**config.mk**
```make
export PLATFORM = sky130hd
export DESIGN_NAME = aps_header_parser_top
export DESIGN_NICKNAME = d
export VERILOG_FILES = /design/src/rtl/aps_pkg.sv /design/src/rtl/aps_parse_core.sv /design/src/rtl/aps_out_reg.sv /design/src/rtl/aps_header_parser_top.sv
export VERILOG_INCLUDE_DIRS = /design/src /design/src/rtl
export SDC_FILE = /design/constraint.sdc
export NUM_CORES = 1
export LEC_CHECK = 0
export ABC_CLOCK_PERIOD_IN_PS = 11070
export BUFFER_PORTS_ARGS = -buffer_cell sky130_fd_sc_hd__buf_2
export CAP_MARGIN = 5
export CORE_UTILIZATION = 40
export DETAILED_ROUTE_END_ITERATION = 10
export MAX_ROUTING_LAYER = met4
export PLACE_DENSITY = 0.61
export SKIP_LAST_GASP = 1
export SLEW_MARGIN = 25
export SYNTH_ARGS = -nofsm -noshare
export SYNTH_HDL_FRONTEND = slang
export SYNTH_SLANG_ARGS = --single-unit
```
**constraint.sdc**
```tcl
create_clock -name clk -period 11.07 [get_ports clk]
set_input_delay 1.107 -clock clk [delete_from_list [all_inputs] [get_ports clk]]
set_output_delay 1.107 -clock clk [all_outputs]
set_load 0.03 [all_outputs]
```
**src/rtl/aps_header_parser_top_defines.svh**
```systemverilog
// Assertion macros used by the parser core RTL.
// Each macro expects signals named clk and rst in the calling module.
`ifndef APS_HEADER_PARSER_TOP_DEFINES_SVH
`define APS_HEADER_PARSER_TOP_DEFINES_SVH

// Same-cycle implication, disabled during reset.
`define APS_ASSERT_IMP(lbl, pre, post) \
  lbl: assert property (@(posedge clk) disable iff (rst) (pre) |-> (post)) \
    else $error("aps parser: same-cycle check failed");

// Next-cycle implication, disabled during reset.
`define APS_ASSERT_NEXT(lbl, pre, post) \
  lbl: assert property (@(posedge clk) disable iff (rst) (pre) |=> (post)) \
    else $error("aps parser: next-cycle check failed");

`endif

```
**src/rtl/aps_pkg.sv**
```systemverilog
`default_nettype none

package aps_pkg;

  localparam int StepW = 4;
  localparam int CountW = 4;

  typedef struct packed {
    logic [7:0]        frame_control;
    logic [7:0]        dst_endpoint;
    logic [15:0]       group_address;
    logic [15:0]       cluster_id;
    logic [15:0]       profile_id;
    logic [7:0]        src_endpoint;
    logic [7:0]        frame_counter;
    logic [1:0]        fragmentation;
    logic [7:0]        block_number;
    logic [7:0]        ack_bits;
    logic [CountW-1:0] header_length;
  } hdr_res_t;

endpackage

`default_nettype wire

```
**src/rtl/aps_parse_core.sv**
```systemverilog
`default_nettype none

`include "aps_header_parser_top_defines.svh"

module aps_parse_core
  import aps_pkg::*;
(
  input  wire logic       clk,
  input  wire logic       rst,
  input  wire logic       fire,
  input  wire logic [7:0] data_byte,
  input  wire logic       frame_start,
  output logic            res_valid,
  output hdr_res_t        res
);

  localparam logic [StepW-1:0] ST_IDLE = 4'd0;
  localparam logic [StepW-1:0] ST_DST  = 4'd1;
  localparam logic [StepW-1:0] ST_GLO  = 4'd2;
  localparam logic [StepW-1:0] ST_GHI  = 4'd3;
  localparam logic [StepW-1:0] ST_CLO  = 4'd4;
  localparam logic [StepW-1:0] ST_CHI  = 4'd5;
  localparam logic [StepW-1:0] ST_PLO  = 4'd6;
  localparam logic [StepW-1:0] ST_PHI  = 4'd7;
  localparam logic [StepW-1:0] ST_SRC  = 4'd8;
  localparam logic [StepW-1:0] ST_CNT  = 4'd9;
  localparam logic [StepW-1:0] ST_EXT  = 4'd10;
  localparam logic [StepW-1:0] ST_BLK  = 4'd11;
  localparam logic [StepW-1:0] ST_ACK  = 4'd12;
  localparam logic [StepW-1:0] ST_DONE = 4'd13;

  localparam logic [1:0] TYPE_DATA  = 2'd0;
  localparam logic [1:0] TYPE_ACK   = 2'd2;
  localparam logic [1:0] MODE_UCST  = 2'd0;
  localparam logic [1:0] MODE_BCST  = 2'd2;
  localparam logic [1:0] MODE_GROUP = 2'd3;

  // Whether the field parsed in step s is carried by this header.
  function automatic logic field_present(logic [StepW-1:0] s, logic [7:0] fc,
                                         logic [1:0] frag);
    logic [1:0] ftype;
    logic [1:0] mode;
    logic       ext;
    logic       p;
    ftype = fc[1:0];
    mode  = fc[3:2];
    ext   = fc[7];
    case (s) inside
      ST_DST:                         p = (mode == MODE_UCST) || (mode == MODE_BCST);
      ST_GLO, ST_GHI:                 p = (mode == MODE_GROUP);
      [ST_CLO:ST_PHI]:                p = (ftype == TYPE_DATA) || (ftype == TYPE_ACK);
      ST_SRC:                         p = (ftype == TYPE_DATA);
      ST_CNT:                         p = 1'b1;
      ST_EXT:                         p = ext;
      ST_BLK:                         p = ext && (frag != 2'd0);
      ST_ACK:                         p = ext && (ftype == TYPE_ACK);
      default:                        p = 1'b0;
    endcase
    return p;
  endfunction

  // First present field after step s, or done when none is left.
  function automatic logic [StepW-1:0] following_step(logic [StepW-1:0] s,
                                                      logic [7:0] fc,
                                                      logic [1:0] frag);
    logic [StepW-1:0] r;
    logic             found;
    r = ST_DONE;
    found = 1'b0;
    for (int t = 1; t <= 12; t++) begin
      if (!found && (StepW'(t) > s) && field_present(StepW'(t), fc, frag)) begin
        r = StepW'(t);
        found = 1'b1;
      end
    end
    return r;
  endfunction

  logic [StepW-1:0]  step, step_next, step_after;
  logic [CountW-1:0] byte_count, byte_count_next;
  logic [7:0]        fc, fc_next;
  logic [7:0]        dst, dst_next;
  logic [15:0]       group, group_next;
  logic [15:0]       cluster, cluster_next;
  logic [15:0]       profile, profile_next;
  logic [7:0]        src, src_next;
  logic [7:0]        counter, counter_next;
  logic [1:0]        frag, frag_next;
  logic [7:0]        block, block_next;
  logic [7:0]        ackbits, ackbits_next;
  logic              active;

  assign active = (step != ST_IDLE) && (step < ST_DONE);

  always_comb begin
    step_next       = step;
    step_after      = ST_IDLE;
    byte_count_next = byte_count;
    fc_next         = fc;
    dst_next        = dst;
    group_next      = group;
    cluster_next    = cluster;
    profile_next    = profile;
    src_next        = src;
    counter_next    = counter;
    frag_next       = frag;
    block_next      = block;
    ackbits_next    = ackbits;
    res_valid       = 1'b0;
    if (fire && frame_start) begin
      byte_count_next = CountW'(1);
      fc_next         = data_byte;
      dst_next        = '0;
      group_next      = '0;
      cluster_next    = '0;
      profile_next    = '0;
      src_next        = '0;
      counter_next    = '0;
      frag_next       = '0;
      block_next      = '0;
      ackbits_next    = '0;
      step_next       = following_step(ST_IDLE, data_byte, 2'd0);
    end else if (fire && active) begin
      case (step)
        ST_DST:  dst_next = data_byte;
        ST_GLO:  group_next[7:0] = data_byte;
        ST_GHI:  group_next[15:8] = data_byte;
        ST_CLO:  cluster_next[7:0] = data_byte;
        ST_CHI:  cluster_next[15:8] = data_byte;
        ST_PLO:  profile_next[7:0] = data_byte;
        ST_PHI:  profile_next[15:8] = data_byte;
        ST_SRC:  src_next = data_byte;
        ST_CNT:  counter_next = data_byte;
        ST_EXT:  frag_next = data_byte[1:0];
        ST_BLK:  block_next = data_byte;
        default: ackbits_next = data_byte;
      endcase
      byte_count_next = byte_count + CountW'(1);
      // The block number test depends on the fragmentation just taken.
      step_after = following_step(step, fc, frag_next);
      if (step_after == ST_DONE) begin
        res_valid = 1'b1;
        step_next = ST_IDLE;
      end else begin
        step_next = step_after;
      end
    end
  end

  always_ff @(posedge clk) begin
    if (rst) begin
      step       <= ST_IDLE;
      byte_count <= '0;
    end else begin
      step       <= step_next;
      byte_count <= byte_count_next;
    end
    fc      <= fc_next;
    dst     <= dst_next;
    group   <= group_next;
    cluster <= cluster_next;
    profile <= profile_next;
    src     <= src_next;
    counter <= counter_next;
    frag    <= frag_next;
    block   <= block_next;
    ackbits <= ackbits_next;
  end

  assign res.frame_control = fc_next;
  assign res.dst_endpoint  = dst_next;
  assign res.group_address = group_next;
  assign res.cluster_id    = cluster_next;
  assign res.profile_id    = profile_next;
  assign res.src_endpoint  = src_next;
  assign res.frame_counter = counter_next;
  assign res.fragmentation = frag_next;
  assign res.block_number  = block_next;
  assign res.ack_bits      = ackbits_next;
  assign res.header_length = byte_count_next;

  `APS_ASSERT_IMP(a_len_range, res_valid,
                  (res.header_length >= CountW'(2)) && (res.header_length <= CountW'(11)))
  `APS_ASSERT_NEXT(a_start_opens, fire && frame_start, step != ST_IDLE)
  `APS_ASSERT_NEXT(a_done_idles, res_valid, step == ST_IDLE)
  `APS_ASSERT_NEXT(a_idle_ignores, fire && !frame_start && step == ST_IDLE,
                   $stable(byte_count))

endmodule

`default_nettype wire

```
**src/rtl/aps_out_reg.sv**
```systemverilog
`default_nettype none

module aps_out_reg
  import aps_pkg::*;
(
  input  wire logic     clk,
  input  wire logic     rst,
  input  wire logic     load,
  input  wire hdr_res_t res_in,
  input  wire logic     out_ready,
  output logic          out_valid,
  output logic          can_load,
  output hdr_res_t      res_q
);

  logic valid_next;

  // The register frees up in the same cycle its word is taken.
  assign can_load = !out_valid || out_ready;

  always_comb begin
    valid_next = out_valid;
    if (load) begin
      valid_next = 1'b1;
    end else if (out_ready) begin
      valid_next = 1'b0;
    end
  end

  always_ff @(posedge clk) begin
    if (rst) begin
      out_valid <= 1'b0;
    end else begin
      out_valid <= valid_next;
    end
    if (load) begin
      res_q <= res_in;
    end
  end

endmodule

`default_nettype wire

```
**src/rtl/aps_header_parser_top.sv**
```systemverilog
// Header parser for the application support sublayer of a low-rate radio stack.
// Input channel: one header byte per word (data_byte) with frame_start set on
// the frame control byte; frame_start restarts parsing and drops any partial
// header. Bytes that arrive while no header is open are consumed and ignored.
// Output channel: one word per complete header, carrying every decoded field;
// fields absent from the header read zero, and header_length counts the bytes.
// Latency: the result word is valid the cycle after its last header byte is
// accepted. Throughput: one byte per cycle while in_ready is high, set by the
// single combinational parse step from field registers to the output register.
// in_ready is high whenever the output register is empty or being emptied, so
// while a result waits on a stalled out_ready the input is held as well, even
// for bytes that would not complete a header; nothing is dropped.
// Reset (rst, synchronous) empties the output register and returns the parser
// to waiting for a frame start.
`default_nettype none

module aps_header_parser_top
  import aps_pkg::*;
(
  input  wire logic              clk,
  input  wire logic              rst,
  input  wire logic              in_valid,
  output logic                   in_ready,
  input  wire logic [7:0]        data_byte,
  input  wire logic              frame_start,
  output logic                   out_valid,
  input  wire logic              out_ready,
  output logic [7:0]             frame_control,
  output logic [7:0]             dst_endpoint,
  output logic [15:0]            group_address,
  output logic [15:0]            cluster_id,
  output logic [15:0]            profile_id,
  output logic [7:0]             src_endpoint,
  output logic [7:0]             frame_counter,
  output logic [1:0]             fragmentation,
  output logic [7:0]             block_number,
  output logic [7:0]             ack_bits,
  output logic [CountW-1:0]      header_length
);

  logic     fire;
  logic     res_valid;
  logic     can_load;
  hdr_res_t res;
  hdr_res_t res_q;

  assign in_ready = can_load;
  assign fire     = in_valid && in_ready;

  aps_parse_core u_core (
    .clk         (clk),
    .rst         (rst),
    .fire        (fire),
    .data_byte   (data_byte),
    .frame_start (frame_start),
    .res_valid   (res_valid),
    .res         (res)
  );

  aps_out_reg u_out (
    .clk       (clk),
    .rst       (rst),
    .load      (res_valid),
    .res_in    (res),
    .out_ready (out_ready),
    .out_valid (out_valid),
    .can_load  (can_load),
    .res_q     (res_q)
  );

  assign frame_control = res_q.frame_control;
  assign dst_endpoint  = res_q.dst_endpoint;
  assign group_address = res_q.group_address;
  assign cluster_id    = res_q.cluster_id;
  assign profile_id    = res_q.profile_id;
  assign src_endpoint  = res_q.src_endpoint;
  assign frame_counter = res_q.frame_counter;
  assign fragmentation = res_q.fragmentation;
  assign block_number  = res_q.block_number;
  assign ack_bits      = res_q.ack_bits;
  assign header_length = res_q.header_length;

endmodule

`default_nettype wire
```
Word level (Yosys, flattened, before mapping)
Index checks and enable logic that the tools add are counted.

Reductions and logical operators: 78. $add $sub $neg: 1. Equality and inequality tests: 18. Muxes and demuxes: 148. $lt $le $gt $ge: 13.

Operator list (number): 2-to-1 mux 8 bit (22); 2-to-1 mux 4 bit (31); 2-to-1 mux 16 bit (6); 2-to-1 mux 1 bit (84); logical AND 1 bit (41); logical NOT 1 bit (23); equality test 4 bit, second input constant (5); > comparator 4 bit, first input constant (5); equality test 4 x 3 -> 1 bit, second input constant (4); > comparator 3 x 4 -> 1 bit, first input constant (4); equality test 2 bit, second input constant (6); OR reduction 11 bit (1); 2-to-1 mux 2 bit (5); equality test 4 x 2 -> 1 bit, second input constant (2); > comparator 2 x 4 -> 1 bit, first input constant (2); logical NOT 2 bit (4); nonzero test 2 bit (3); logical OR 1 bit (5); adder 4 x 1 -> 4 bit, second input constant (1); equality test 4 x 1 -> 1 bit, second input constant (1); > comparator 1 x 4 -> 1 bit, first input constant (1); < comparator 4 bit, second input constant (1); nonzero test 4 bit (1).

Output and inout bits: 104. Logic and storage cells: 282. Flip-flop bits (word level): 209. Input port bits: 13.

Longest topological paths before layout
Gate-level depths: netlist of the first run.

Depth in word-level cells: 81. Depth in mapped cells: 7. Mapped depth without buffers: 5.

Modules after synthesis
A second synthesis of the first run with hierarchy kept.

Cell total of the unflattened synthesis: 605. Area, all modules: 7553.5 µm².

By module, submodules not included: aps_parse_core (times used 1, seq. area each 2122.0 µm², cells each 498, area each 4438.0 µm²); aps_out_reg (times used 1, seq. area each 3083.0 µm², cells each 106, area each 3109.2 µm²); aps_header_parser_top (times used 1, seq. area each 0.0 µm², cells each 1, area each 6.3 µm²).

Worst setup path after synthesis of the first run
Ideal clock, no wire load.

Path type: input-to-reg. From: input port out_ready. To: register u_out.res_q[0] (netlist name). Required time: 10.597 ns. Setup slack: 6.322 ns. Stages on the path: 5. Arrival time: 4.275 ns. Library setup time: 0.473 ns. Cell sequence: nand2b_1 buf_2 nand4b_4 nor2_2 and3_1.

Longest elaborated chain between the ends: 5. Elaborated cells between the ends (all ways): 6. Classes of those cells: 2 x mux; 4 x reduce/logical.

RTL lines: from (decl) (line aps_header_parser_top.sv:27) `input wire logic out_ready,`; logical OR 1 bit * (line aps_out_reg.sv:19) `assign can_load = !out_valid || out_ready;`; via in_ready (line aps_header_parser_top.sv:23) `output logic in_ready,`; logical AND 1 bit * (line aps_header_parser_top.sv:48) `assign fire = in_valid && in_ready;`; logical AND 1 bit (line aps_parse_core.sv:123) `end else if (fire && active) begin`; 2-to-1 mux 1 bit (line aps_parse_core.sv:123); 2-to-1 mux 1 bit * (line aps_parse_core.sv:110) `if (fire && frame_start) begin`; via res_valid (line aps_header_parser_top.sv:42) `logic res_valid;`.

Mark *: on every way through the listed nets, which the timed path passes. The rest lies on a longest branch. A chain may end at the register's enable or synchronous reset.

Final worst setup path of the first run
From: register u_core.step[2]. To: register u_out.res_q[58] (netlist name).

Longest elaborated chain between the ends: 75. Elaborated cells between the ends (all ways): 109. Classes of those cells: 13 x order compare; 2 x eq/ne; 55 x mux; 39 x reduce/logical.

RTL lines: from (decl) (line aps_parse_core.sv:79) `logic [StepW-1:0] step, step_next, step_after;`; from (signal assigned) (line aps_parse_core.sv:155) `step <= step_next;`; > comparator 1 x 4 -> 1 bit (line aps_parse_core.sv:71) `if (!found && (StepW'(t) > s) && field_present(StepW'(t), fc, frag)) begin`; logical AND 1 bit (line aps_parse_core.sv:71); 2-to-1 mux 1 bit (line aps_parse_core.sv:71); 2-to-1 mux 1 bit (line aps_parse_core.sv:123); 2-to-1 mux 1 bit (line aps_parse_core.sv:110); logical NOT 1 bit (line aps_parse_core.sv:71); logical AND 1 bit (2 in a row) (line aps_parse_core.sv:71); 2-to-1 mux 1 bit (line aps_parse_core.sv:71); (+59 left out); 2-to-1 mux 4 bit (line aps_parse_core.sv:71); 2-to-1 mux 4 bit (line aps_parse_core.sv:123); 2-to-1 mux 4 bit (line aps_parse_core.sv:110); equality test 4 bit (line aps_parse_core.sv:141) `if (step_after == ST_DONE) begin`; 2-to-1 mux 1 bit (line aps_parse_core.sv:141); 2-to-1 mux 1 bit * (line aps_parse_core.sv:123); 2-to-1 mux 1 bit * (line aps_parse_core.sv:110); via res_valid (line aps_header_parser_top.sv:42).

Mark *: on every way through the listed nets, which the timed path passes. The rest lies on a longest branch. The select of a mux whose other input is x is not followed.

==> results of run 1 <==
metal layers:
| metal | track usage | up-vias | wire (um) |
|---|---|---|---|
| li1 | - | 2259 | - |
| met1 | 0.237 | 2286 | 7550 |
| met2 | 0.274 | 134 | 7500 |
| met3 | 0.0447 | 27 | 1040 |
| met4 | 0.0467 | 0 | 288 |
| met5 | - | - | 0 |
cell type report:
cell class	count	area, um2
repair buffers	118	616
inverters	1	3.75
clock buffers	27	601
well taps	229	287
clock inverters	12	229
flip-flops and latches	209	5200
multi-input cells	325	2060
fillers	1587	9090
cell usage after synthesis, types with 2 or more instances:
cell / number / area share
and3_1: 4 / 0.0034
mux2i_1: 64 / 0.086
nand3_2: 5 / 0.0067
edfxtp_1: 102 / 0.41
o211a_1: 2 / 0.0027
nor2_1: 75 / 0.038
buf_2: 14 / 0.0094
a32o_1: 2 / 0.0027
clkbuf_1: 19 / 0.0096
or3_1: 2 / 0.0017
nand4_2: 3 / 0.0051
nand2_1: 52 / 0.026
dfxtp_1: 107 / 0.29
a31oi_1: 4 / 0.0034
nor3_1: 6 / 0.0040
nand3_1: 28 / 0.019
o21ai_0: 5 / 0.0034
nor2b_1: 4 / 0.0034
and2_1: 4 / 0.0034
a21oi_1: 31 / 0.021
buf_6: 2 / 0.0030
nand2b_1: 4 / 0.0034
worst paths after layout:
check,to,slack (ns),cells after the start
worst max-delay path,u_out.res_q[58],6.93,6
worst min-delay path,u_core.fc[5],0.45,2
worst max register to register,u_out.res_q[58],6.93,6
worst min register to register,u_core.fc[5],0.45,2
cells by family (layout without fill, tap and decap cells):
kind of cell	after synthesis	count (layout)	share of synthesized area
AOI/OAI and AO/OA	60	60	0.0552
buffers and inverters	37	158	0.0236
DFF	209	209	0.701
xor gates and xnor gates	2	2	0.00236
adders and majority gates	1	1	0.00168
muxes	64	64	0.0862
and+or+nand+nor	198	198	0.130
sequential cells by signal, summed over array words and instances, names as in the netlist, 16 cells and up:
| signal | cells |
|---|---|
| u_core.group | 16 |
| u_core.profile | 16 |
| u_out.res_q | 102 |
| u_core.cluster | 16 |
worst max-delay path, cell delays in order (launching register included):
cell      delay (ns)
dfxtp_1         0.68
nor2b_1         0.79
a21oi_1         0.19
a311oi_2        0.35
and3_1          0.35
and3_4          0.67
buf_4           0.70
cell usage in the layout (no fill, tap or decap), types with 2 or more instances in the layout:
cell / netlist / routed
dfxtp_1: 107 / 107
and3_4: 0 / 2
nor2_1: 75 / 75
a32o_1: 2 / 2
a21oi_1: 31 / 31
nand4_2: 3 / 3
bufinv_16: 0 / 6
inv_6: 0 / 2
and3_1: 4 / 2
and2_1: 4 / 4
nor2b_1: 4 / 4
o21ai_0: 5 / 5
o211a_1: 2 / 2
nand2_1: 52 / 52
edfxtp_1: 102 / 102
clkbuf_1: 19 / 3
mux2i_1: 64 / 64
nand2b_1: 4 / 4
clkbuf_16: 0 / 23
nor3_1: 6 / 6
nand3_1: 28 / 28
buf_2: 14 / 116
nand3_2: 5 / 5
or3_1: 2 / 2
a31oi_1: 4 / 4
power groups by stage:
| stage | clock [W] | sequential (W) | combinational, W |
|---|---|---|---|
| final | 0.000824 | 0.000854 | 0.000114 |
| after global routing | 0.000872 | 0.000857 | 0.000125 |
| after CTS | 0.000841 | 0.000854 | 0.000113 |
| after detailed placement | 0 | 0.000870 | 0.000112 |
| after global placement | 0 | 0.000869 | 0.000110 |
| after floorplan | 0 | 0.000868 | 0.0000847 |
through the flow:
step / worst slack [ns] / instance area (um2) / cells
2_1_floorplan: 6.32 / 7430 / 571
3_3_place_gp: 7.19 / 8140 / 881
3_5_place_dp: 6.98 / 8140 / 881
4_1_cts: 6.94 / 8970 / 920
5_1_grt: 6.64 / 9000 / 921
6_report: 6.93 / 9000 / 921
==> reports/metrics.cfg, run 1 <==
[outcome]
status=complete, but fails checks
violations=DRC

[synth]
async_reset_ff_frac=0
synth-edff-count=102
syn_area_mm2=0.00743
synth_fp_nets=585
synthDistinctLibCells=54
yosysSeqAreaShare=0.701
yosysWarnings=0
synthFlopType=dfxtp_1
ys_ff_latch=209
netlist_instances=571
syn_area_per_cell_um2=13.0

[grt]
grt_pass1_wl_um=26000
grt_max_degree=103
track_usage=0.179
grt_pass1_vias=4731
grt_remaining_overflow=0
grt_antenna_before_repair=0

[clocking]
cts_resized=0
clock_path_buffers=3
path_clk_slew_ns=0.06
insertion_delay_ns=0.49
cts.sinks=209
clockRootBuffer=clkbuf_16
numCtsBuffers=22
cts_tree=done
cts_setup_buffers=0
htreeDepth=1
hold_buffers=0

[worst_setup_path]
worstReg2RegStart=u_core.step[2]
arrival_ns=4.26
cp_max_fo=57
worstSetupStartpoint=u_core.step[2]
worstPathRequired_ns=11.19
crit_path_end_kind=register
path_class=register to register
start_kind=register

[floorplanning]
dieHeight_um=138
die_w_um=138
coreArea_mm2=0.0181
ios=117
rows=49
start_util=0.411
dieArea_mm2=0.0191

[run]
drv_cap=0

[sta]
relSlewSlack=0.318
holdWs_ns=0.447
setup_viol=0
hold_viol=0
rsz0062_at_grt=no
worstMarginPinSlew_ns=1.02
fin_crit_sh=0.374
final.setup.tns_ns=0
fin_worst_skew_ns=0.0102
fmax_mhz=241
maxSlewViolCount=0
fin_crit_ns=4.14

[cells_and_area]
utilization=0.498
nets=691
drive_above_1_share=0.251
n_antenna_cell=0
syn2layout_area_growth_pct=21.1

[power_and_ir_drop]
powerDensity_mw_per_mm2=199
comb_power_share=0.063
pwr-share-clk=0.460
power_switching_w=0.000389
p_int_w=0.00140
sequentialPowerShare=0.477
peakVddDrop_mv=0.112
fin_total_pwr_w=0.00179
p_sw_frac=0.217
p_leak_nw=3.82

[drt]
drc_errors=20
wl_um=16400
num_vias=4706
routedWlPerCell_um=17.8
drt_iter0_drc=237
firstDrtPassIters=7
vias_per_cell=5.11
ant_nets=0

[min_path]
hold_class=register to register
hold_start=u_core.fc[5]

[placed_design]
dp_hpwl_um=10100
port_buffers=116
place_congestion=0.899

Power figures use the tool's default switching activity.
==> run 2: changes to the inputs <==
ABC_AREA = 1   (was default)
ABC_CLOCK_PERIOD_IN_PS = 3400   (was 11070)
PLACE_DENSITY = 0.63   (was 0.61)
clock period = 3.4 ns   (was 11.07 ns; I/O delays follow)
==> reports/metrics.cfg, run 2 <==
[sta]
relSlewSlack=0.367
holdWs_ns=0.129
fin_crit_sh=0.842
worstMarginPinSlew_ns=0.946
fin_crit_ns=2.86
maxSlewViolCount=0
final.setup.tns_ns=0
fin_worst_skew_ns=0.0133
rsz0062_at_grt=no
hold_viol=0
fmax_mhz=349
setup_viol=0

[cells_and_area]
final_common_cell=buf_2
drive_above_1_share=0.250
syn2layout_area_growth_pct=19.4
regMostFlops=u_out.res_q
nets=717
fin_cells=941
stdcell_area_mm2=0.00853
final_cell_mix=116 x buf_2, 107 x dfxtp_1, 102 x o21ai_0, 102 x edfxtp_1, 93 x a21oi_1
largest_reg_flops=102
n_antenna_cell=0

[grt]
grt_remaining_overflow=0
grt_pass1_vias=4684
grt_max_degree=57
grt_pass1_wl_um=25200
track_usage=0.186
grt_antenna_before_repair=0

[placed_design]
port_buffers=116
dpl_cell_area_mm2=0.00791
place_congestion=0.828
dp_hpwl_um=10500
dp_cells=906

[clocking]
path_clk_slew_ns=0.06
htreeDepth=1
cts.sinks=209
hold_buffers=0
clockRootBuffer=clkbuf_16
numCtsBuffers=20
insertion_delay_ns=0.48
cts_resized=0
cts_setup_buffers=0
cts_tree=done
clock_path_buffers=3

[synth]
yosysWarnings=0
syn_area_mm2=0.00714
synth-edff-count=102
netlist.area_leader.share=0.429
synth_fp_nets=607
syn_area_per_cell_um2=12.0
netlist_instances=593
yosysSeqAreaShare=0.729
synth_area_leaders=edfxtp_1 43%, dfxtp_1 30%, o21ai_0 7.1%, a21oi_1 6.5%, nand2_1 1.9%
synth_top_area_cell=edfxtp_1
async_reset_ff_frac=0
synthDistinctLibCells=36
yosysMostFrequentCell=dfxtp_1
ys_ff_latch=209
synthFlopType=dfxtp_1
synthTopCellsByCount=107 x dfxtp_1, 102 x edfxtp_1, 102 x o21ai_0

[power_and_ir_drop]
pwr-share-clk=0.392
p_leak_nw=3.24
power_switching_w=0.00118
comb_power_share=0.073
p_int_w=0.00407
sequentialPowerShare=0.536
p_sw_frac=0.225
powerDensity_mw_per_mm2=616
peakVddDrop_mv=0.323

[floorplanning]
start_util=0.412
coreArea_mm2=0.0174
rows=48
dieHeight_um=136
ios=117
die_w_um=136
dieArea_mm2=0.0184

[drt]
routedWlPerCell_um=17.5
firstDrtPassIters=6
routed-wl-met3_um=881
wl_met2_um=7690
vias_per_cell=5.07
drt_iter0_drc=361
ant_nets=0
num_vias=4767
top_layer=met4
wl_um=16500
drc_errors=0
wl_met1_um=7510

[worst_setup_path]
arrival_ns=3.01
worstReg2RegStart=u_core.step[3]
crit_path_end_kind=register
path_class=register to register
worstPathRequired_ns=3.54
worstSetupStartpoint=u_core.step[3]
cp_max_fo=56
start_kind=register

[outcome]
status=finished, final reports clean

[run]
drv_cap=0

[min_path]
hold_start=rst
hold_class=input pin to register

run 2: changes by cell type in the layout (fill, tap and decap cells not counted), sizes merged, moves of 4 or more:
cell | before | now
nand2 | 52 | 39
o21ai | 7 | 103
nor2 | 76 | 32
bufinv | 6 | 1
nand3 | 33 | 12
mux2i | 64 | 0
a21oi | 31 | 95
clkinv | 2 | 10
nand2b | 4 | 0
nand4 | 4 | 8
nor2b | 5 | 0
inv | 4 | 40
run 2: metrics by stage:
stage / worst slack (ns) / util / total power, W
2_1_floorplan: 0.0506 / - / 0.00314
3_3_place_gp: 0.662 / 0.456 / 0.00324
3_5_place_dp: 0.565 / 0.456 / 0.00325
4_1_cts: 0.532 / 0.491 / 0.00531
5_1_grt: 0.279 / 0.491 / 0.00546
6_report: 0.537 / 0.491 / 0.00526
run 2: layer usage:
metal / vias to the layer above / GRT usage
li1: 2311 / -
met1: 2287 / 0.252
met2: 144 / 0.290
met3: 25 / 0.0247
met4: 0 / 0.0612
met5: - / -
run 2: area by class of cell:
class	instances	area, um2
multi-input cells	310	1630
inverters	42	161
repair buffers	120	636
clock buffers	25	541
clock inverters	10	68.8
well taps	225	282
flip-flops and latches	209	5200
fillers	1560	8830
run 2: logic make-up (layout without fill, tap and decap cells):
kind of cell / after synthesis / count (layout) / share of synthesized area
buffers and inverters: 74 / 197 / 0.0434
flip-flops: 209 / 209 / 0.729
AO/OA/AOI/OAI: 205 / 205 / 0.147
adder cells (fa/ha/maj): 1 / 1 / 0.00175
AND/OR/NAND/NOR: 104 / 104 / 0.0793
run 2: power groups by stage:
| stage | Combinational, W | Clock (W) | Sequential (W) |
|---|---|---|---|
| 3_5_place_dp | 0.000379 | 0 | 0.00287 |
| 4_1_cts | 0.000383 | 0.00211 | 0.00281 |
| 3_3_place_gp | 0.000371 | 0 | 0.00286 |
| 5_1_grt | 0.000434 | 0.00220 | 0.00282 |
| 2_1_floorplan | 0.000279 | 0 | 0.00286 |
| 6_report | 0.000383 | 0.00206 | 0.00281 |
run 2: final timing paths:
path | endpoint | slack (ns) | depth (start not counted)
hold / removal | u_out.out_valid | 0.13 | 2
hold reg to reg | u_core.fc[4] | 0.47 | 2
setup / recovery | u_out.res_q[6] | 0.54 | 11
setup reg to reg | u_out.res_q[6] | 0.54 | 11
run 2: critical path, cell delays in order (launching register included):
cell	delay, ns
dfxtp_1	0.54
inv_1	0.15
nor2_2	0.12
nand2_1	0.10
o21ai_0	0.24
nand2_1	0.12
nand3_2	0.11
nand4_2	0.14
nor2_2	0.14
nand3_2	0.16
clkinvlp_4	0.32
buf_12	0.32
